File: src/sv/nkro_pkg.sv
package nkro_pkg;

  localparam logic [3:0] FUNC_PRESS         = 4'd0;
  localparam logic [3:0] FUNC_RELEASE       = 4'd1;
  localparam logic [3:0] FUNC_TYPE          = 4'd2;
  localparam logic [3:0] FUNC_MEDIA_PRESS   = 4'd3;
  localparam logic [3:0] FUNC_MEDIA_RELEASE = 4'd4;
  localparam logic [3:0] FUNC_MEDIA_TYPE    = 4'd5;
  localparam logic [3:0] FUNC_RELEASE_ALL   = 4'd6;
  localparam logic [3:0] FUNC_LINK_UP       = 4'd7;
  localparam logic [3:0] FUNC_LINK_DOWN     = 4'd8;

  localparam logic [1:0] KIND_NONE     = 2'd0;
  localparam logic [1:0] KIND_KEYBOARD = 2'd1;
  localparam logic [1:0] KIND_MEDIA    = 2'd2;

  localparam logic [7:0] USAGE_BASE = 8'h88;
  localparam logic [7:0] MOD_BASE   = 8'h80;
  localparam logic [7:0] LSHIFT     = 8'h02;

  typedef struct packed {
    logic [3:0]  func;
    logic [7:0]  key_code;
    logic [15:0] media_mask;
  } ev_t;

  typedef struct packed {
    logic [7:0] report_byte;
    logic [1:0] report_kind;
    logic       status;
    logic       last;
  } rpt_t;

  typedef enum logic [2:0] {
    OP_NONE,
    OP_KEY_SET,
    OP_KEY_CLR,
    OP_MEDIA_SET,
    OP_MEDIA_CLR,
    OP_CLEAR_ALL,
    OP_LINK_UP,
    OP_LINK_DOWN
  } op_e;

  typedef struct packed {
    logic       en;
    op_e        op;
    logic [7:0] mod_mask;
    logic       bit_en;
    logic [6:0] idx;
    logic       send;
    logic       ok;
  } phase_t;

  typedef struct packed {
    phase_t [1:0] ph;
    logic [15:0]  mask;
    logic         ok;
  } cmd_t;

  typedef enum logic [1:0] {
    ST_IDLE,
    ST_APPLY,
    ST_EMIT,
    ST_STATUS
  } st_e;

  // ASCII to HID usage; bit 7 marks a shifted character
  function automatic logic [7:0] ascii_map(input logic [6:0] c);
    logic [7:0] m;
    case (c)
      7'h08: m = 8'h2a; 7'h09: m = 8'h2b; 7'h0a: m = 8'h28;
      7'h20: m = 8'h2c; 7'h21: m = 8'h9e; 7'h22: m = 8'hb4; 7'h23: m = 8'ha0;
      7'h24: m = 8'ha1; 7'h25: m = 8'ha2; 7'h26: m = 8'ha4; 7'h27: m = 8'h34;
      7'h28: m = 8'ha6; 7'h29: m = 8'ha7; 7'h2a: m = 8'ha5; 7'h2b: m = 8'hae;
      7'h2c: m = 8'h36; 7'h2d: m = 8'h2d; 7'h2e: m = 8'h37; 7'h2f: m = 8'h38;
      7'h30: m = 8'h27; 7'h31: m = 8'h1e; 7'h32: m = 8'h1f; 7'h33: m = 8'h20;
      7'h34: m = 8'h21; 7'h35: m = 8'h22; 7'h36: m = 8'h23; 7'h37: m = 8'h24;
      7'h38: m = 8'h25; 7'h39: m = 8'h26; 7'h3a: m = 8'hb3; 7'h3b: m = 8'h33;
      7'h3c: m = 8'hb6; 7'h3d: m = 8'h2e; 7'h3e: m = 8'hb7; 7'h3f: m = 8'hb8;
      7'h40: m = 8'h9f; 7'h41: m = 8'h84; 7'h42: m = 8'h85; 7'h43: m = 8'h86;
      7'h44: m = 8'h87; 7'h45: m = 8'h88; 7'h46: m = 8'h89; 7'h47: m = 8'h8a;
      7'h48: m = 8'h8b; 7'h49: m = 8'h8c; 7'h4a: m = 8'h8d; 7'h4b: m = 8'h8e;
      7'h4c: m = 8'h8f; 7'h4d: m = 8'h90; 7'h4e: m = 8'h91; 7'h4f: m = 8'h92;
      7'h50: m = 8'h93; 7'h51: m = 8'h94; 7'h52: m = 8'h95; 7'h53: m = 8'h96;
      7'h54: m = 8'h97; 7'h55: m = 8'h98; 7'h56: m = 8'h99; 7'h57: m = 8'h9a;
      7'h58: m = 8'h9b; 7'h59: m = 8'h9c; 7'h5a: m = 8'h9d; 7'h5b: m = 8'h2f;
      7'h5c: m = 8'h31; 7'h5d: m = 8'h30; 7'h5e: m = 8'ha3; 7'h5f: m = 8'had;
      7'h60: m = 8'h35; 7'h61: m = 8'h04; 7'h62: m = 8'h05; 7'h63: m = 8'h06;
      7'h64: m = 8'h07; 7'h65: m = 8'h08; 7'h66: m = 8'h09; 7'h67: m = 8'h0a;
      7'h68: m = 8'h0b; 7'h69: m = 8'h0c; 7'h6a: m = 8'h0d; 7'h6b: m = 8'h0e;
      7'h6c: m = 8'h0f; 7'h6d: m = 8'h10; 7'h6e: m = 8'h11; 7'h6f: m = 8'h12;
      7'h70: m = 8'h13; 7'h71: m = 8'h14; 7'h72: m = 8'h15; 7'h73: m = 8'h16;
      7'h74: m = 8'h17; 7'h75: m = 8'h18; 7'h76: m = 8'h19; 7'h77: m = 8'h1a;
      7'h78: m = 8'h1b; 7'h79: m = 8'h1c; 7'h7a: m = 8'h1d; 7'h7b: m = 8'haf;
      7'h7c: m = 8'hb1; 7'h7d: m = 8'hb0; 7'h7e: m = 8'hb5;
      default: m = 8'h00;
    endcase
    return m;
  endfunction

endpackage

File: src/sv/nkro_front.sv
module nkro_front #(
  parameter int KEY_BYTES = 17
) (
  input  logic             clk_i,
  input  logic             rst_ni,
  input  logic             push_i,
  output logic             full_o,
  input  nkro_pkg::ev_t    ev_i,
  output logic             cmd_vld_o,
  input  logic             cmd_rdy_i,
  output nkro_pkg::cmd_t   cmd_o
);

  function automatic logic usage_ok(input logic [6:0] k);
    return (k != 7'd0) && ((int'(k) >> 3) < KEY_BYTES);
  endfunction

  function automatic nkro_pkg::phase_t dec_key(input logic [7:0] code, input logic rel);
    nkro_pkg::phase_t p;
    logic [7:0]       m;
    logic [6:0]       k;
    p      = '0;
    p.en   = 1'b1;
    p.op   = rel ? nkro_pkg::OP_KEY_CLR : nkro_pkg::OP_KEY_SET;
    m      = nkro_pkg::ascii_map(code[6:0]);
    k      = 7'(code - nkro_pkg::USAGE_BASE);
    if (code >= nkro_pkg::USAGE_BASE) begin
      p.idx    = k;
      p.bit_en = usage_ok(k);
      p.send   = rel | usage_ok(k);
      p.ok     = rel | usage_ok(k);
    end else if (code >= nkro_pkg::MOD_BASE) begin
      p.mod_mask = 8'd1 << code[2:0];
      p.send     = 1'b1;
      p.ok       = 1'b1;
    end else if (m != 8'd0) begin
      // shifted character takes left shift along even if the usage fails
      p.mod_mask = m[7] ? nkro_pkg::LSHIFT : 8'd0;
      p.idx      = m[6:0];
      p.bit_en   = usage_ok(m[6:0]);
      p.send     = rel | usage_ok(m[6:0]);
      p.ok       = rel | usage_ok(m[6:0]);
    end
    return p;
  endfunction

  function automatic nkro_pkg::phase_t dec_op(input nkro_pkg::op_e op, input logic send);
    nkro_pkg::phase_t p;
    p      = '0;
    p.en   = 1'b1;
    p.op   = op;
    p.send = send;
    p.ok   = 1'b1;
    return p;
  endfunction

  nkro_pkg::cmd_t dec;

  always_comb begin
    dec      = '0;
    dec.mask = ev_i.media_mask;
    dec.ok   = 1'b1;
    case (ev_i.func)
      nkro_pkg::FUNC_PRESS: begin
        dec.ph[0] = dec_key(ev_i.key_code, 1'b0);
        dec.ok    = dec.ph[0].ok;
      end
      nkro_pkg::FUNC_RELEASE: begin
        dec.ph[0] = dec_key(ev_i.key_code, 1'b1);
        dec.ok    = dec.ph[0].ok;
      end
      nkro_pkg::FUNC_TYPE: begin
        dec.ph[0] = dec_key(ev_i.key_code, 1'b0);
        dec.ph[1] = dec_key(ev_i.key_code, 1'b1);
        dec.ok    = dec.ph[0].ok;
      end
      nkro_pkg::FUNC_MEDIA_PRESS:   dec.ph[0] = dec_op(nkro_pkg::OP_MEDIA_SET, 1'b1);
      nkro_pkg::FUNC_MEDIA_RELEASE: dec.ph[0] = dec_op(nkro_pkg::OP_MEDIA_CLR, 1'b1);
      nkro_pkg::FUNC_MEDIA_TYPE: begin
        dec.ph[0] = dec_op(nkro_pkg::OP_MEDIA_SET, 1'b1);
        dec.ph[1] = dec_op(nkro_pkg::OP_MEDIA_CLR, 1'b1);
      end
      nkro_pkg::FUNC_RELEASE_ALL: dec.ph[0] = dec_op(nkro_pkg::OP_CLEAR_ALL, 1'b1);
      nkro_pkg::FUNC_LINK_UP:     dec.ph[0] = dec_op(nkro_pkg::OP_LINK_UP, 1'b0);
      nkro_pkg::FUNC_LINK_DOWN:   dec.ph[0] = dec_op(nkro_pkg::OP_LINK_DOWN, 1'b0);
      default: ;
    endcase
  end

  // two-entry command queue
  nkro_pkg::cmd_t q_q [2];
  logic           wr_q, wr_d, rd_q, rd_d;
  logic [1:0]     cnt_q, cnt_d;
  logic           do_push, do_pop;

  assign full_o    = (cnt_q == 2'd2);
  assign cmd_vld_o = (cnt_q != 2'd0);
  assign cmd_o     = q_q[rd_q];
  assign do_push   = push_i && !full_o;
  assign do_pop    = cmd_vld_o && cmd_rdy_i;

  always_comb begin
    wr_d  = wr_q ^ do_push;
    rd_d  = rd_q ^ do_pop;
    cnt_d = cnt_q + 2'(do_push) - 2'(do_pop);
  end

  always_ff @(posedge clk_i or negedge rst_ni) begin
    if (!rst_ni) begin
      wr_q  <= 1'b0;
      rd_q  <= 1'b0;
      cnt_q <= 2'd0;
    end else begin
      wr_q  <= wr_d;
      rd_q  <= rd_d;
      cnt_q <= cnt_d;
    end
  end

  always_ff @(posedge clk_i) begin
    if (do_push) begin
      q_q[wr_q] <= dec;
    end
  end

endmodule

File: src/sv/nkro_back.sv
module nkro_back #(
  parameter int KEY_BYTES = 17
) (
  input  logic             clk_i,
  input  logic             rst_ni,
  input  logic             cmd_vld_i,
  output logic             cmd_rdy_o,
  input  nkro_pkg::cmd_t   cmd_i,
  output logic             out_vld_o,
  input  logic             pop_i,
  output nkro_pkg::rpt_t   rpt_o
);

  localparam int BMP_W  = KEY_BYTES * 8;
  localparam int BIT_W  = $clog2(BMP_W);
  localparam int BYTE_W = $clog2(KEY_BYTES);
  localparam int CNT_W  = $clog2(KEY_BYTES + 2);

  nkro_pkg::st_e    st_q, st_d;
  nkro_pkg::cmd_t   cmd_q, cmd_d;
  nkro_pkg::rpt_t   out_q, out_d;
  nkro_pkg::phase_t cur;
  logic             ph_q, ph_d;
  logic [CNT_W-1:0] cnt_q, cnt_d;
  logic [1:0]       kind_q, kind_d;
  logic             more_q, more_d;
  logic             emitted_q, emitted_d;
  logic             out_vld_q, out_vld_d;
  logic [7:0]       mod_q, mod_d;
  logic [BMP_W-1:0] bmp_q, bmp_d;
  logic [15:0]      media_q, media_d;
  logic             link_q, link_d;

  logic              slot_free, emit_now, at_end, is_media;
  logic [BYTE_W-1:0] bidx;
  logic [7:0]        sel_byte;

  assign cur       = cmd_q.ph[ph_q];
  assign slot_free = !out_vld_q || pop_i;
  assign emit_now  = cur.en && cur.send && link_q;
  assign is_media  = (cur.op == nkro_pkg::OP_MEDIA_SET) || (cur.op == nkro_pkg::OP_MEDIA_CLR);
  assign at_end    = (kind_q == nkro_pkg::KIND_KEYBOARD) ? (cnt_q == CNT_W'(KEY_BYTES + 1))
                                                         : (cnt_q == CNT_W'(1));
  assign bidx      = BYTE_W'(cnt_q - CNT_W'(2));
  assign out_vld_o = out_vld_q;
  assign rpt_o     = out_q;

  always_comb begin
    if (kind_q == nkro_pkg::KIND_MEDIA) begin
      sel_byte = (cnt_q == CNT_W'(0)) ? media_q[15:8] : media_q[7:0];
    end else if (cnt_q == CNT_W'(0)) begin
      sel_byte = mod_q;
    end else if (cnt_q == CNT_W'(1)) begin
      sel_byte = 8'd0;
    end else begin
      sel_byte = bmp_q[{bidx, 3'b000} +: 8];
    end
  end

  always_comb begin
    st_d = st_q;
    case (st_q)
      nkro_pkg::ST_IDLE:   if (cmd_vld_i) st_d = nkro_pkg::ST_APPLY;
      nkro_pkg::ST_APPLY: begin
        if (emit_now)       st_d = nkro_pkg::ST_EMIT;
        else if (ph_q)      st_d = emitted_q ? nkro_pkg::ST_IDLE : nkro_pkg::ST_STATUS;
      end
      nkro_pkg::ST_EMIT: begin
        if (slot_free && at_end) st_d = ph_q ? nkro_pkg::ST_IDLE : nkro_pkg::ST_APPLY;
      end
      nkro_pkg::ST_STATUS: if (slot_free) st_d = nkro_pkg::ST_IDLE;
      default: st_d = nkro_pkg::ST_IDLE;
    endcase
  end

  always_comb begin
    cmd_d     = cmd_q;
    out_d     = out_q;
    ph_d      = ph_q;
    cnt_d     = cnt_q;
    kind_d    = kind_q;
    more_d    = more_q;
    emitted_d = emitted_q;
    mod_d     = mod_q;
    bmp_d     = bmp_q;
    media_d   = media_q;
    link_d    = link_q;
    cmd_rdy_o = 1'b0;
    out_vld_d = out_vld_q && !pop_i;
    case (st_q)
      nkro_pkg::ST_IDLE: begin
        cmd_rdy_o = 1'b1;
        if (cmd_vld_i) begin
          cmd_d     = cmd_i;
          ph_d      = 1'b0;
          emitted_d = 1'b0;
        end
      end
      nkro_pkg::ST_APPLY: begin
        if (cur.en) begin
          case (cur.op)
            nkro_pkg::OP_KEY_SET: begin
              mod_d = mod_q | cur.mod_mask;
              if (cur.bit_en) bmp_d[BIT_W'(cur.idx)] = 1'b1;
            end
            nkro_pkg::OP_KEY_CLR: begin
              mod_d = mod_q & ~cur.mod_mask;
              if (cur.bit_en) bmp_d[BIT_W'(cur.idx)] = 1'b0;
            end
            nkro_pkg::OP_MEDIA_SET: media_d = media_q | cmd_q.mask;
            nkro_pkg::OP_MEDIA_CLR: media_d = media_q & ~cmd_q.mask;
            nkro_pkg::OP_CLEAR_ALL: begin
              mod_d   = 8'd0;
              bmp_d   = '0;
              media_d = 16'd0;
            end
            nkro_pkg::OP_LINK_UP:   link_d = 1'b1;
            nkro_pkg::OP_LINK_DOWN: link_d = 1'b0;
            default: ;
          endcase
        end
        cnt_d  = '0;
        kind_d = is_media ? nkro_pkg::KIND_MEDIA : nkro_pkg::KIND_KEYBOARD;
        // link state cannot change between the phases, so phase 1 output is known now
        if (!ph_q) begin
          more_d = cmd_q.ph[1].en && cmd_q.ph[1].send && link_q;
          if (!emit_now) ph_d = 1'b1;
        end
      end
      nkro_pkg::ST_EMIT: begin
        if (slot_free) begin
          out_d.report_byte = sel_byte;
          out_d.report_kind = kind_q;
          out_d.status      = !cmd_q.ok;
          out_d.last        = at_end && (ph_q || !more_q);
          out_vld_d         = 1'b1;
          emitted_d         = 1'b1;
          cnt_d             = cnt_q + CNT_W'(1);
          if (at_end && !ph_q) ph_d = 1'b1;
        end
      end
      nkro_pkg::ST_STATUS: begin
        if (slot_free) begin
          out_d.report_byte = 8'd0;
          out_d.report_kind = nkro_pkg::KIND_NONE;
          out_d.status      = !cmd_q.ok;
          out_d.last        = 1'b1;
          out_vld_d         = 1'b1;
        end
      end
      default: ;
    endcase
  end

  always_ff @(posedge clk_i or negedge rst_ni) begin
    if (!rst_ni) begin
      st_q      <= nkro_pkg::ST_IDLE;
      ph_q      <= 1'b0;
      cnt_q     <= '0;
      kind_q    <= nkro_pkg::KIND_NONE;
      more_q    <= 1'b0;
      emitted_q <= 1'b0;
      out_vld_q <= 1'b0;
      mod_q     <= 8'd0;
      bmp_q     <= '0;
      media_q   <= 16'd0;
      link_q    <= 1'b0;
    end else begin
      st_q      <= st_d;
      ph_q      <= ph_d;
      cnt_q     <= cnt_d;
      kind_q    <= kind_d;
      more_q    <= more_d;
      emitted_q <= emitted_d;
      out_vld_q <= out_vld_d;
      mod_q     <= mod_d;
      bmp_q     <= bmp_d;
      media_q   <= media_d;
      link_q    <= link_d;
    end
  end

  always_ff @(posedge clk_i) begin
    cmd_q <= cmd_d;
    out_q <= out_d;
  end

endmodule

File: src/sv/nkro_key_report_builder.sv
// Channel  Ports                      Request moves when
// -------  -------------------------  -------------------------
// input    push_i, full_o, ev_i       push_i && !full_o
// result   pop_i, empty_o, rpt_o      pop_i && !empty_o
//
// While the link is up, a keyboard event gives KEY_BYTES+2 results, one per cycle unless pop stalls;
// media events give two (four for media type); an event that sends no report gives one
// status result. Typing a key gives up to 2*(KEY_BYTES+2) results; the report
// serializer sets the rate.
// Reset clears the key state and drops the link; no clearing pass is needed.
// Up to two decoded events queue ahead of the serializer; a stalled pop holds it.
module nkro_key_report_builder #(
  parameter int KEY_BYTES = 17
) (
  input  logic           clk_i,
  input  logic           rst_ni,
  input  logic           push_i,
  output logic           full_o,
  input  nkro_pkg::ev_t  ev_i,
  output logic           empty_o,
  input  logic           pop_i,
  output nkro_pkg::rpt_t rpt_o
);

  nkro_pkg::cmd_t cmd;
  logic           cmd_vld, cmd_rdy, out_vld;

  nkro_front #(.KEY_BYTES(KEY_BYTES)) u_front (
    .clk_i     (clk_i),
    .rst_ni    (rst_ni),
    .push_i    (push_i),
    .full_o    (full_o),
    .ev_i      (ev_i),
    .cmd_vld_o (cmd_vld),
    .cmd_rdy_i (cmd_rdy),
    .cmd_o     (cmd)
  );

  nkro_back #(.KEY_BYTES(KEY_BYTES)) u_back (
    .clk_i     (clk_i),
    .rst_ni    (rst_ni),
    .cmd_vld_i (cmd_vld),
    .cmd_rdy_o (cmd_rdy),
    .cmd_i     (cmd),
    .out_vld_o (out_vld),
    .pop_i     (pop_i),
    .rpt_o     (rpt_o)
  );

  assign empty_o = !out_vld;

endmodule

File: config.mk
export PLATFORM = sky130hd
export DESIGN_NAME = nkro_key_report_builder
export DESIGN_NICKNAME = d
export VERILOG_FILES = /design/src/sv/nkro_pkg.sv /design/src/sv/nkro_front.sv /design/src/sv/nkro_back.sv /design/src/sv/nkro_key_report_builder.sv
export SDC_FILE = /design/constraint.sdc
export NUM_CORES = 1
export LEC_CHECK = 0
export ABC_CLOCK_PERIOD_IN_PS = 5300
export BUFFER_PORTS_ARGS = -buffer_cell sky130_fd_sc_hd__buf_2
export CORE_MARGIN = 4
export CORE_UTILIZATION = 45
export DETAILED_ROUTE_END_ITERATION = 6
export PLACE_DENSITY_LB_ADDON = 0.12
export REMOVE_ABC_BUFFERS = 1
export SETUP_SLACK_MARGIN = 0.5
export SKIP_CTS_REPAIR_TIMING = 1
export SYNTH_ARGS = -nofsm -noshare
export SYNTH_HDL_FRONTEND = slang
export SYNTH_HIERARCHICAL = 1
export SYNTH_MEMORY_MAX_BITS = 65536
export SYNTH_SLANG_ARGS = --single-unit
File: constraint.sdc
create_clock -name clk_i -period 5.3 [get_ports clk_i]
set_clock_uncertainty 0.15 [all_clocks]
set_input_delay 0.53 -clock clk_i [delete_from_list [all_inputs] [get_ports clk_i]]
set_output_delay 0.53 -clock clk_i [all_outputs]
set_load 0.02 [all_outputs]
# Yosys cells after proc, flatten, opt, wreduce, memory -nomap -nowiden
# Memory sizes are Yosys's and may differ from the RTL's. A register that Yosys moved wholly into a read port is not among the register bits.
# Cells that the tools add are included.
classes:
  add_sub_neg: 5
  order_cmp: 10
  eq_ne: 31
  n_shift: 2
  muxes: 77
  n_bitwise: 12
  n_reduce_logical: 58
op_table:
  columns: ["op", "count"]
  rows:
  - ["$pmux 136 s3", 1]
  - ["$mux 136", 2]
  - ["$pmux 22 s8", 1]
  - ["$mux 8", 20]
  - ["$and 136x136->136", 1]
  - ["$not 128->136", 1]
  - ["$or 136x128->136", 1]
  - ["$shiftx 136x9->8", 1]
  - ["$mux 18", 4]
  - ["$pmux 16 s3", 1]
  - ["$mux 22", 2]
  - ["$pmux 22 s2", 1]
  - ["$mux 10", 4]
  - ["$reduce_bool 7->1", 5]
  - ["$reduce_bool 8->1", 4]
  - ["$mux 2", 15]
  - ["$lt 4x5->1 const B", 5]
  - ["$mux 12", 2]
  - ["$pmux 12 s2", 1]
  - ["$pmux 8 s3", 1]
  - ["$and 16x16->16", 1]
  - ["$eq 4x3->1 const B", 4]
  - ["$ge 8x8->1 const B", 2]
  - ["$logic_and 1x1->1", 16]
  - ["other kinds (48)", 99]
word_totals:
  reg_bits: 190
  ramBits: 122
  rom_bits: 3584
  mem_count: 5
mem_list:
  columns: ["memory", "words", "width", "rd", "rd_clocked_by_memory_dff", "write_ports", "line", "source"]
  rows:
  - ["(name not given)", 128, 7, 1, 0, 0, "nkro_pkg.sv:71", "case (c)"]
  - ["(name not given)", 128, 7, 1, 0, 0, "nkro_pkg.sv:71", null]
  - ["(name not given)", 128, 7, 1, 0, 0, "nkro_pkg.sv:71", null]
  - ["(name not given)", 128, 7, 1, 0, 0, "nkro_pkg.sv:71", null]
  - ["u_front.q_q", 2, 61, 1, 1, 1, "nkro_front.sv:91", "nkro_pkg::cmd_t q_q [2];"]

# Longest topological paths before layout
depth:
  depth_word: 10
  ltp_mapped: 12

# Hierarchy
# The synthesis kept the hierarchy.
modules_own_cells:
  columns: ["mod", "instances", "cells_per_inst", "area_each_um2", "seq_area_each_um2"]
  rows:
  - ["nkro_back", 1, 1111, 11512.3, 6286.0]
  - ["nkro_front", 1, 439, 5898.2, 3643.5]
  - ["nkro_key_report_builder", 1, 1, 3.8, 0.0]

# Worst setup path before layout
# Ideal clock, no wire load.
synth_path:
  kind: "flip-flop to flip-flop"
  start: "register u_back.cnt_q[1]"
  end: "register u_back.out_q, in the netlist u_back/rpt_o[8] (data pin)"
  setup_ns: 0.254
  t_arrival_ns: 3.562
  required_time_ns: 4.896
  path_slack_ns: 1.333
  stages_incl_launch_ff: 13
  n_path_buf: 6
  period_less_slack_ns: 3.967
  path_cell_list: "dfrtp_1 > buf_2 > buf_1 > clkbuf_1 > inv_1 > ha_1 > clkbuf_1 > buf_2 > buf_1 > mux4_2 > nand2_1 > a21oi_1 > o21a_1"
synth_between:
  elab_chain_len: 7
  word_cells_on_any_way: 10
  classes_between: "add/sub: 1; eq/ne: 1; shift: 1; mux: 6; reduce/logical: 1"
synth_lines:
  columns: ["element", "line", "source"]
  rows:
  - ["start: declaration", "nkro_back.sv:24", "logic [CNT_W-1:0] cnt_q, cnt_d;"]
  - ["start signal: assignment", "nkro_back.sv:171", "cnt_q <= cnt_d;"]
  - ["$sub 5x2->5", "nkro_back.sv:44", "assign bidx = BYTE_W'(cnt_q - CNT_W'(2));"]
  - ["$shiftx 136x9->8", "nkro_back.sv:56", "sel_byte = bmp_q[{bidx, 3'b000} +: 8];"]
  - ["$mux 8", "nkro_back.sv:53", "end else if (cnt_q == CNT_W'(1)) begin"]
  - ["$mux 8", "nkro_back.sv:51", "end else if (cnt_q == CNT_W'(0)) begin"]
  - ["$mux 8 *", "nkro_back.sv:49", "if (kind_q == nkro_pkg::KIND_MEDIA) begin"]
  - ["$mux 12 *", "nkro_back.sv:131", "if (slot_free) begin"]
  - ["$pmux 12 s2 *", "nkro_back.sv:90", "case (st_q)"]
  - ["end signal: assignment", "nkro_back.sv:185", "out_q <= out_d;"]
  - ["end: declaration", "nkro_back.sv:21", "nkro_pkg::rpt_t out_q, out_d;"]
# Mark *: on every way between the ends. The rest lies on a longest branch, timed or not. The select of a mux whose other input is x is not followed.
# A chain may end at the register's enable or synchronous reset.

# Worst setup path after layout
layout_path:
  start: "register u_back.ph_q"
  end: "register u_back.bmp_q[73]"
layout_between:
  elab_chain_len: 10
  word_cells_on_any_way: 20
  classes_between: "order compare: 2; eq/ne: 5; mux: 7; bitwise: 3; reduce/logical: 3"
layout_lines:
  columns: ["element", "line", "source"]
  rows:
  - ["start: declaration", "nkro_back.sv:23", "logic ph_q, ph_d;"]
  - ["start signal: assignment", "nkro_back.sv:170", "ph_q <= ph_d;"]
  - ["$mux 22 (not written as such) * (2 in series)", "nkro_back.sv:38", "assign cur = cmd_q.ph[ph_q];"]
  - ["$lt 7x9->1 (not written as such) / $ge 7x1->1 (equally long branches)", "nkro_back.sv:104, nkro_back.sv:108", null]
  - ["$logic_and 1x1->1 (not written as such)", "nkro_back.sv:104, nkro_back.sv:108", null]
  - ["$mux 1 (not written as such)", "nkro_back.sv:104, nkro_back.sv:108", null]
  - ["$demux 1 s7", null, null]
  - ["$not 128->136 (no line)", null, null]
  - ["$and 136x136->136 (no line)", null, null]
  - ["$mux 136", "nkro_back.sv:108", "if (cur.bit_en) bmp_d[BIT_W'(cur.idx)] = 1'b0;"]
  - ["$pmux 136 s3", "nkro_back.sv:101", "case (cur.op)"]
  - ["end signal: assignment", "nkro_back.sv:177", "bmp_q <= bmp_d;"]
  - ["end: declaration", "nkro_back.sv:30", "logic [BMP_W-1:0] bmp_q, bmp_d;"]
# Marked as above.

==> results.tsv <==
metric	value	unit
crit path DAT	4.07	ns
# placed instances	2037	
CP Launch Type	flip-flop	
Synth Cell Area	0.0173	mm2
Rel. slew slack	5.64	%
Layout area overhead	12.5	%
final max-slew violation count	0	
number of port buffers	45	
Die Wd	204	um
worst r2r src	u_back/ph_q	
DRC viols	0	
final cell count without fillers	2112	
drt pass-1 iters	6	
pwr dens	518	mW/mm2
vias post-DR	12700	
status	complete, no violations	
die height	204	um
met2 routed WL	21.7	mm
Inserted Clock Buffers	40	
CTS clk-pin slew, worst paths	0.06	ns
Period Utilization, post-route	71.9	%
cells after synthesis	1546	
core area	0.0378	mm2
layout cells sized above 1	17.2	%
reg2reg path depth	6	
final setup fails	0	
initial antenna violation count	0	
post-layout util	51.5	%
DR WL/cell	22.4	um
worst setup path startpoint	u_back/ph_q	
ant diodes	0	
Clock Root Buffer	clkbuf_16	
DRT antenna net count	0	
kind of critical path	flip-flop to flip-flop	
Worst-Skew Late Latency	0.55	ns
CTS Buffer Depth	3	
r2r setup slk	1.49	ns
syn avg cell area	11.2	um2
most frequent cells in the layout	o21ai_0, edfxtp_1, a21oi_1, dfrtp_1, nand2_1	
total gr overflow	0	
Slew @ Worst Pin	1.41	ns
Max VDD drop	0.000360	V
die area	0.0417	mm2
Tmin final	3.81	ns
GRT Overall Usage	22.8	%
Fin. Hold Viols	0	
Sink Count	357	
IO Count	46	
first-pass GRT wire length	74.3	mm
routability congestion estimate	0.881	
H-Tree Depth	2	
FP Rows	71	
hold depth	1	
Routed met3 length	3.52	mm
Critical path destination	u_back/bmp_q[73]	
Max-cap violations	0	
Peak Freq	262	MHz
Hold Crit Class	input port to flip-flop	
Initial DRC Count	1153	
top routing layer in use	met4	
Pleak	0.00760	uW
Final nets	1627	
RSZ-0062 raised after global routing	no	
R2R Path End	u_back/bmp_q[73]	
Crit Path Max Fanout	85	
DRT met1 WL	20.8	mm
final WL	47.3	mm
Tot Pwr	10100	uW
TritonCTS clock tree	built	
vias per cell	6.00	
yosys warns	6	
vias in the first global route	12500	
largest net degree at the start of global routing	86	
Worst EP required	5.56	ns
commonest non-fill, non-tap cell in the layout	o21ai_0	
final hold slack	0.0180	ns
post-DP HPWL	29.4	mm
Setup crit end kind	flip-flop	
initial cell density of the core	45.8	%
-- report_power, final --
part | internal (uW) | total, uW | switching, uW
combinational | 1030 | 3110 | 2080
sequential | 3750 | 4090 | 338
clock | 1780 | 2910 | 1130
total | 6550 | 10100 | 3550
-- worst min path at each step --
stage	start	endpoint	slack, ns
after floorplan	rst_ni	u_back/bmp_q[0]	0.08
after global placement	u_back/cmd_q[13]	u_back/media_q[12]	0.31
after detailed placement	u_back/cmd_q[16]	u_back/media_q[15]	0.31
after CTS	rst_ni	u_back/bmp_q[21]	-0.13
after global routing	ev_i[8]	u_front/q_q[0][9]	0.001
final	ev_i[8]	u_front/q_q[1][9]	0.02
-- registers in the layout, indices dropped and copies added, names as in the netlist, 2 cells and up --
name            count
u_back/media_q     16
u_back/cmd_q       59
u_back/st_q         2
u_front/q_q       116
u_back/bmp_q      128
u_back/rpt_o       12
u_back/cnt_q        5
u_back/kind_q       2
u_back/mod_q        8
u_front/cnt_q       2
-- stage by stage --
step	setup TNS (ns)	area (um2)	setup WS, ns
floorplan	-165.13	16900	-1.24
global placement	0	18100	1.67
detailed placement	0	18100	1.54
CTS	0	19500	1.56
global route	0	19500	1.22
finish	0	19500	1.49
-- worst max-delay path, cell delays in order (launching register included) --
cell and delay [ns]:
dfrtp_2 0.50, buf_4 0.31, o311ai_0 0.90, nand3_4 0.89
buf_4 0.53, o21ai_0 0.20, o21ai_0 0.10
-- per-layer routing --
| metal | vias up | global-route usage (%) |
|---|---|---|
| met2 | 511 | 35.1 |
| li1 | 5791 | - |
| met3 | 66 | 3.79 |
| met4 | 0 | 7.68 |
| met1 | 6313 | 33.0 |
| met5 | - | 0 |
-- layout make-up --
| class | instances | area [um2] |
|---|---|---|
| clock buffers | 54 | 1160 |
| clock inverters | 19 | 236 |
| fillers | 3329 | 18300 |
| inverters | 44 | 165 |
| repair buffers | 85 | 537 |
| well taps | 511 | 639 |
| flip-flops and latches | 357 | 9870 |
| multi-input cells | 1042 | 6890 |
Power figures use the tool's default switching activity.
